`src/rmq_pkg.sv`:
```
// ----------------------------------------------------------------------------
// rmq_pkg
// Shared widths, defaults and types for the rotation matrix to quaternion
// pipeline.
// ----------------------------------------------------------------------------
`default_nettype none

package rmq_pkg;

  localparam int ROT_FRAC_BITS_DEF = 14;
  localparam int ROT_W             = 16;
  localparam int TRANS_W           = 32;
  localparam int QUAT_W            = 16;

  // Enable and valid of one pipeline stage, handed to each sub-pipeline.
  typedef struct packed {
    logic en;
    logic valid;
  } pipe_ctl_t;

  typedef struct packed {
    logic signed [TRANS_W-1:0] x;
    logic signed [TRANS_W-1:0] y;
    logic signed [TRANS_W-1:0] z;
  } trans_t;

endpackage

`default_nettype wire

```
`src/rmq_isqrt_pipe.sv`:
```
// ----------------------------------------------------------------------------
// rmq_isqrt_pipe
// Pipelined integer square root, one result bit per stage, several lanes
// in step, with a side payload that travels alongside.
// ----------------------------------------------------------------------------
`default_nettype none

module rmq_isqrt_pipe #(
  parameter int LANES  = 4,
  parameter int XW     = 32,
  parameter int SIDE_W = 8
) (
  input  wire logic                          clk,
  input  wire logic                          rst_n,
  input  wire rmq_pkg::pipe_ctl_t            ctl_i,
  input  wire logic [LANES-1:0][XW-1:0]      x_i,
  input  wire logic [SIDE_W-1:0]             side_i,
  output logic                               valid_o,
  output logic [LANES-1:0][XW/2-1:0]         root_o,
  output logic [SIDE_W-1:0]                  side_o
);

  localparam int RW = XW / 2;
  localparam int PW = RW + 4;

  logic [LANES-1:0][XW-1:0]   xs_r   [RW];
  logic [LANES-1:0][RW+1:0]   rem_r  [RW];
  logic [LANES-1:0][RW-1:0]   root_r [RW];
  logic [SIDE_W-1:0]          side_r [RW];
  logic [RW-1:0]              vld_r;

  logic [LANES-1:0][XW-1:0]   xs_nxt   [RW];
  logic [LANES-1:0][RW+1:0]   rem_nxt  [RW];
  logic [LANES-1:0][RW-1:0]   root_nxt [RW];
  logic [SIDE_W-1:0]          side_nxt [RW];
  logic [RW-1:0]              vld_nxt;

  always_comb begin
    logic [LANES-1:0][XW-1:0] xs_src;
    logic [LANES-1:0][RW+1:0] rem_src;
    logic [LANES-1:0][RW-1:0] root_src;
    logic [PW-1:0]            rp;
    logic [PW-1:0]            trial;
    for (int k = 0; k < RW; k++) begin
      if (k == 0) begin
        xs_src      = x_i;
        rem_src     = '0;
        root_src    = '0;
        side_nxt[k] = side_i;
        vld_nxt[k]  = ctl_i.valid;
      end else begin
        xs_src      = xs_r[k-1];
        rem_src     = rem_r[k-1];
        root_src    = root_r[k-1];
        side_nxt[k] = side_r[k-1];
        vld_nxt[k]  = vld_r[k-1];
      end
      for (int l = 0; l < LANES; l++) begin
        // Bring down the next two bits and try root*4+1 against them.
        rp    = {rem_src[l], xs_src[l][XW-1 -: 2]};
        trial = PW'({root_src[l], 2'b01});
        xs_nxt[k][l] = {xs_src[l][XW-3:0], 2'b00};
        if (rp >= trial) begin
          rem_nxt[k][l]  = (RW+2)'(rp - trial);
          root_nxt[k][l] = {root_src[l][RW-2:0], 1'b1};
        end else begin
          rem_nxt[k][l]  = (RW+2)'(rp);
          root_nxt[k][l] = {root_src[l][RW-2:0], 1'b0};
        end
      end
    end
  end

  always_ff @(posedge clk) begin
    if (!rst_n) begin
      vld_r <= '0;
    end else if (ctl_i.en) begin
      vld_r <= vld_nxt;
    end
  end

  always_ff @(posedge clk) begin
    if (ctl_i.en) begin
      for (int k = 0; k < RW; k++) begin
        xs_r[k]   <= xs_nxt[k];
        rem_r[k]  <= rem_nxt[k];
        root_r[k] <= root_nxt[k];
        side_r[k] <= side_nxt[k];
      end
    end
  end

  assign valid_o = vld_r[RW-1];
  assign root_o  = root_r[RW-1];
  assign side_o  = side_r[RW-1];

endmodule

`default_nettype wire

```
`config.mk`:
```
export PLATFORM = sky130hd
export DESIGN_NAME = rmq_isqrt_pipe
export DESIGN_NICKNAME = d
export VERILOG_FILES = /design/src/rmq_pkg.sv /design/src/rmq_isqrt_pipe.sv
export SDC_FILE = /design/constraint.sdc
export NUM_CORES = 2
export LEC_CHECK = 0
export BUFFER_PORTS_ARGS = -buffer_cell sky130_fd_sc_hd__buf_2
export CAP_MARGIN = 40
export CORE_AREA = 3 3 455 457
export DETAILED_ROUTE_END_ITERATION = 10
export DIE_AREA = 0 0 458 460
export PLACE_DENSITY = 0.76
export SYNTH_ARGS = -nofsm -noshare
export SYNTH_HDL_FRONTEND = slang
export SYNTH_MEMORY_MAX_BITS = 65536
export SYNTH_SLANG_ARGS = --single-unit
```
`constraint.sdc`:
```
create_clock -name clk -period 7.15 [get_ports clk]
set_input_delay 1.43 -clock clk [delete_from_list [all_inputs] [get_ports clk]]
set_output_delay 1.43 -clock clk [all_outputs]
set_load 0.005 [all_outputs]
```
==> results.md <==
| Quantity | Value |
| --- | --- |
| Leak | 0.0510 uW |
| CTS Hold Buffers Added | 0 |
| Global-route usage over all layers | 19.1% |
| Final routed wire length divided by cell count | 16.8 um |
| Setup Total Neg Slack | 0 ps |
| Total iterations of the first detailed-routing run | 9 |
| Placer Congestion | 0.937 |
| Total clock sinks | 2648 |
| Height of the chip | 460 um |
| Worst Setup Start Kind | flip-flop |
| Post-route core utilization | 65.4% |
| Starting Density | 58.7% |
| Flip-flop and latch area | 0.0794 mm2 |
| Post-detailed-routing wire length | 204000 um |
| CTS tree | yes |
| Number of max-capacitance violations reported | 0 |
| Status | finished clean |
| Nature of the critical path endpoint | flip-flop |
| Number of distinct library cell variants in the gate-level netlist after synthesis | 107 |
| Power density of the placed cells | 296 mW/mm2 |
| Peak Freq | 304 MHz |
| Share of the yosys chip area belonging to registers | 66.3% |
| Vias in the first global route | 66500 |
| Class of the worst hold path | flip-flop to flip-flop |
| Number of DRC violations after detailed routing | 0 |
| Root Buffer Master | sky130_fd_sc_hd__clkbuf_16 |
| Die Outline Area | 0.211 mm2 |
| IO Port Bufs | 212 |
| Final net count | 9985 |
| Number of pins exceeding their max-slew limit in the final report | 0 |
| Top_reg_cell synth | sky130_fd_sc_hd__edfxtp_1 |
| Number of levels in the clock H-tree | 5 |
| Horizontal die dimension | 458 um |
| Crit path required time | 7750 ps |
| Layout Skew | 57.5 ps |
| Largest net degree at the start of global routing | 213 |
| Relative area change from synthesis to final layout | 11.5% |
| Fin crit period | 3290 ps |
| Mean cell area of the mapped netlist | 13.6 um2 |
| Post-cts sizing count | 0 |
| Worst vdd ir | 0.286 mV |
| Yosys synthesis warning count | 0 |
| Fraction of registers with async set or reset after synthesis | 0% |
| Layout cell share with drive strength beyond 1 | 9.50% |
| Global-route wire length before repair | 332000 um |
| Hold violation total from the final report | 0 |
| Most common library cell in the layout ignoring fill and taps | sky130_fd_sc_hd__edfxtp_1 |
| Estimated wirelength of the detail-placed design | 142000 um |
| Cells after synthesis | 8787 |
| Vias per inst | 5.59 |
| Area of the core | 0.204 mm2 |
| Number of filler instances in the final layout | 14100 |
| Total CTS buffers | 289 |
| EDFF count, synth | 2632 |
| Post-route clock period utilization | 46.0% |
| Post-CTS setup repair buffer count | 0 |
| Vias | 67800 |
| Clk Latency, worst-skew pair | 910 ps |
| Count of pins on the block boundary | 213 |
| Total congestion overflow after global routing | 0 |
| Area of the multi-input gates | 0.0370 mm2 |
| Detail Route Antenna Nets | 0 |
| Critical path fanouts, max | 18 |
| Number of core rows | 166 |
| RSZ-0062 raised after global routing | no |
| Worst setup path class | flip-flop to flip-flop |
| Worst-Margin Slew | 1190 ps |
| Most frequent cells in the layout | sky130_fd_sc_hd__edfxtp_1, sky130_fd_sc_hd__inv_1, sky130_fd_sc_hd__ha_1 |
| Buffer levels on the longest clock path | 4 |
| Setup violations, final | 0 |
| Number of antenna violations at the first check in global routing | 7 |
| Post-synthesis register bit count | 2648 |
| Clock-pin slew reported for the worst setup and hold paths after clock tree synthesis | 60 ps |
| Relative slew margins | 20.8% |
| Data arrival at the endpoint of the critical path | 3890 ps |
| Mapped Area | 0.120 mm2 |
| Initial DRC Count | 4479 |
==> flip-flops by register name, indices dropped and copies added (netlist names) <==
signal / cells
root_r: 544
rem_r: 1000
side_r: 128
vld_r: 16
xs_r: 960
==> cells in the mapped netlist, drive strengths merged, types with 57 or more instances <==
master  count  area, um2
or4        57        435
or3       100        626
xnor2     424       3710
nor2b     108        676
o21ai     412       2070
nor3      205       1050
clkbuf     72        270
inv       744       2790
o21a      133       1000
nand4      79        500
a21o      109        820
nand2     476       1790
nand2b    129        807
nor2      548       2080
mux2      132       1490
xor2      310       2720
edfxtp   2632      79000
nor4      124        843
ha        612       7660
a21oi     513       2570
nand3     120        606
a211oi     58        453
==> worst max-delay path, cell delays in order (launching register included) <==
cell	delay [ps]
sky130_fd_sc_hd__edfxtp_1	400
sky130_fd_sc_hd__ha_1	360
sky130_fd_sc_hd__a211oi_1	260
sky130_fd_sc_hd__nor2_1	130
sky130_fd_sc_hd__or3_1	350
sky130_fd_sc_hd__o21ai_1	180
sky130_fd_sc_hd__nand2_1	140
sky130_fd_sc_hd__a211oi_4	770
sky130_fd_sc_hd__mux2_2	420
==> per-stage QoR <==
stage / std cells / area [um2] / worst slack (ps) / hold WS, ps / total power (uW)
after floorplan: 8790 / 120000 / 4310 / 400 / 23800
after global placement: 11600 / 124000 / 3570 / 400 / 25200
after detailed placement: 11600 / 124000 / 3480 / 405 / 25400
after CTS: 12100 / 133000 / 3570 / 378 / 39900
after global routing: 12100 / 133000 / 3640 / 389 / 41300
final: 12100 / 133000 / 3860 / 376 / 39500
==> metal layers <==
metal	global-route usage [%]	wire (um)	vias up	part of all wire, %
met5	0	0	-	0
met4	7.40	7290	0	3.6
met3	2.80	8350	478	4.1
met2	33.2	101000	1648	49
met1	24.4	87600	32100	43
li1	-	-	33500	-
==> kinds of logic (layout without fill, tap and decap cells) <==
logic type | after synthesis | after routing | share of synthesized area (%)
AO/OA/AOI/OAI | 1591 | 1591 | 8.29
XOR/XNOR | 734 | 734 | 5.37
adder cells (fa/ha/maj) | 612 | 612 | 6.40
buffers and inverters | 859 | 1508 | 2.75
flip-flops | 2648 | 2648 | 66.3
multiplexers | 180 | 180 | 1.64
other | 1 | 6 | 0.00313
AND/OR/NAND/NOR | 2162 | 2162 | 9.24
==> cell type report <==
cell class | instances | share of cell area [%]
Timing Repair Buffer | 266 | 1.29
Inverter | 745 | 2.10
Tap cell | 2688 | 2.52
Sequential cell | 2648 | 59.5
Multi-Input combinational cell | 5283 | 27.8
Antenna cell | 2 | 0.00375
Clock buffer | 357 | 5.76
Clock inverter | 140 | 1.11
==> final timing paths <==
path	start	depth (start not counted)	endpoint	slack, ps
max	rem_r[1][417]	8	rem_r[1][488]	3860
min	xs_r[0][440]	0	xs_r[0][562]	380
max reg2reg	rem_r[1][417]	8	rem_r[1][488]	3860
min reg2reg	xs_r[0][440]	0	xs_r[0][562]	380
==> power breakdown <==
part	switching, uW	internal [uW]	total [uW]
sequential	929	19100	20000
clock	5610	8690	14300
combinational	2880	2300	5190
(Power assumes the default switching activity.)
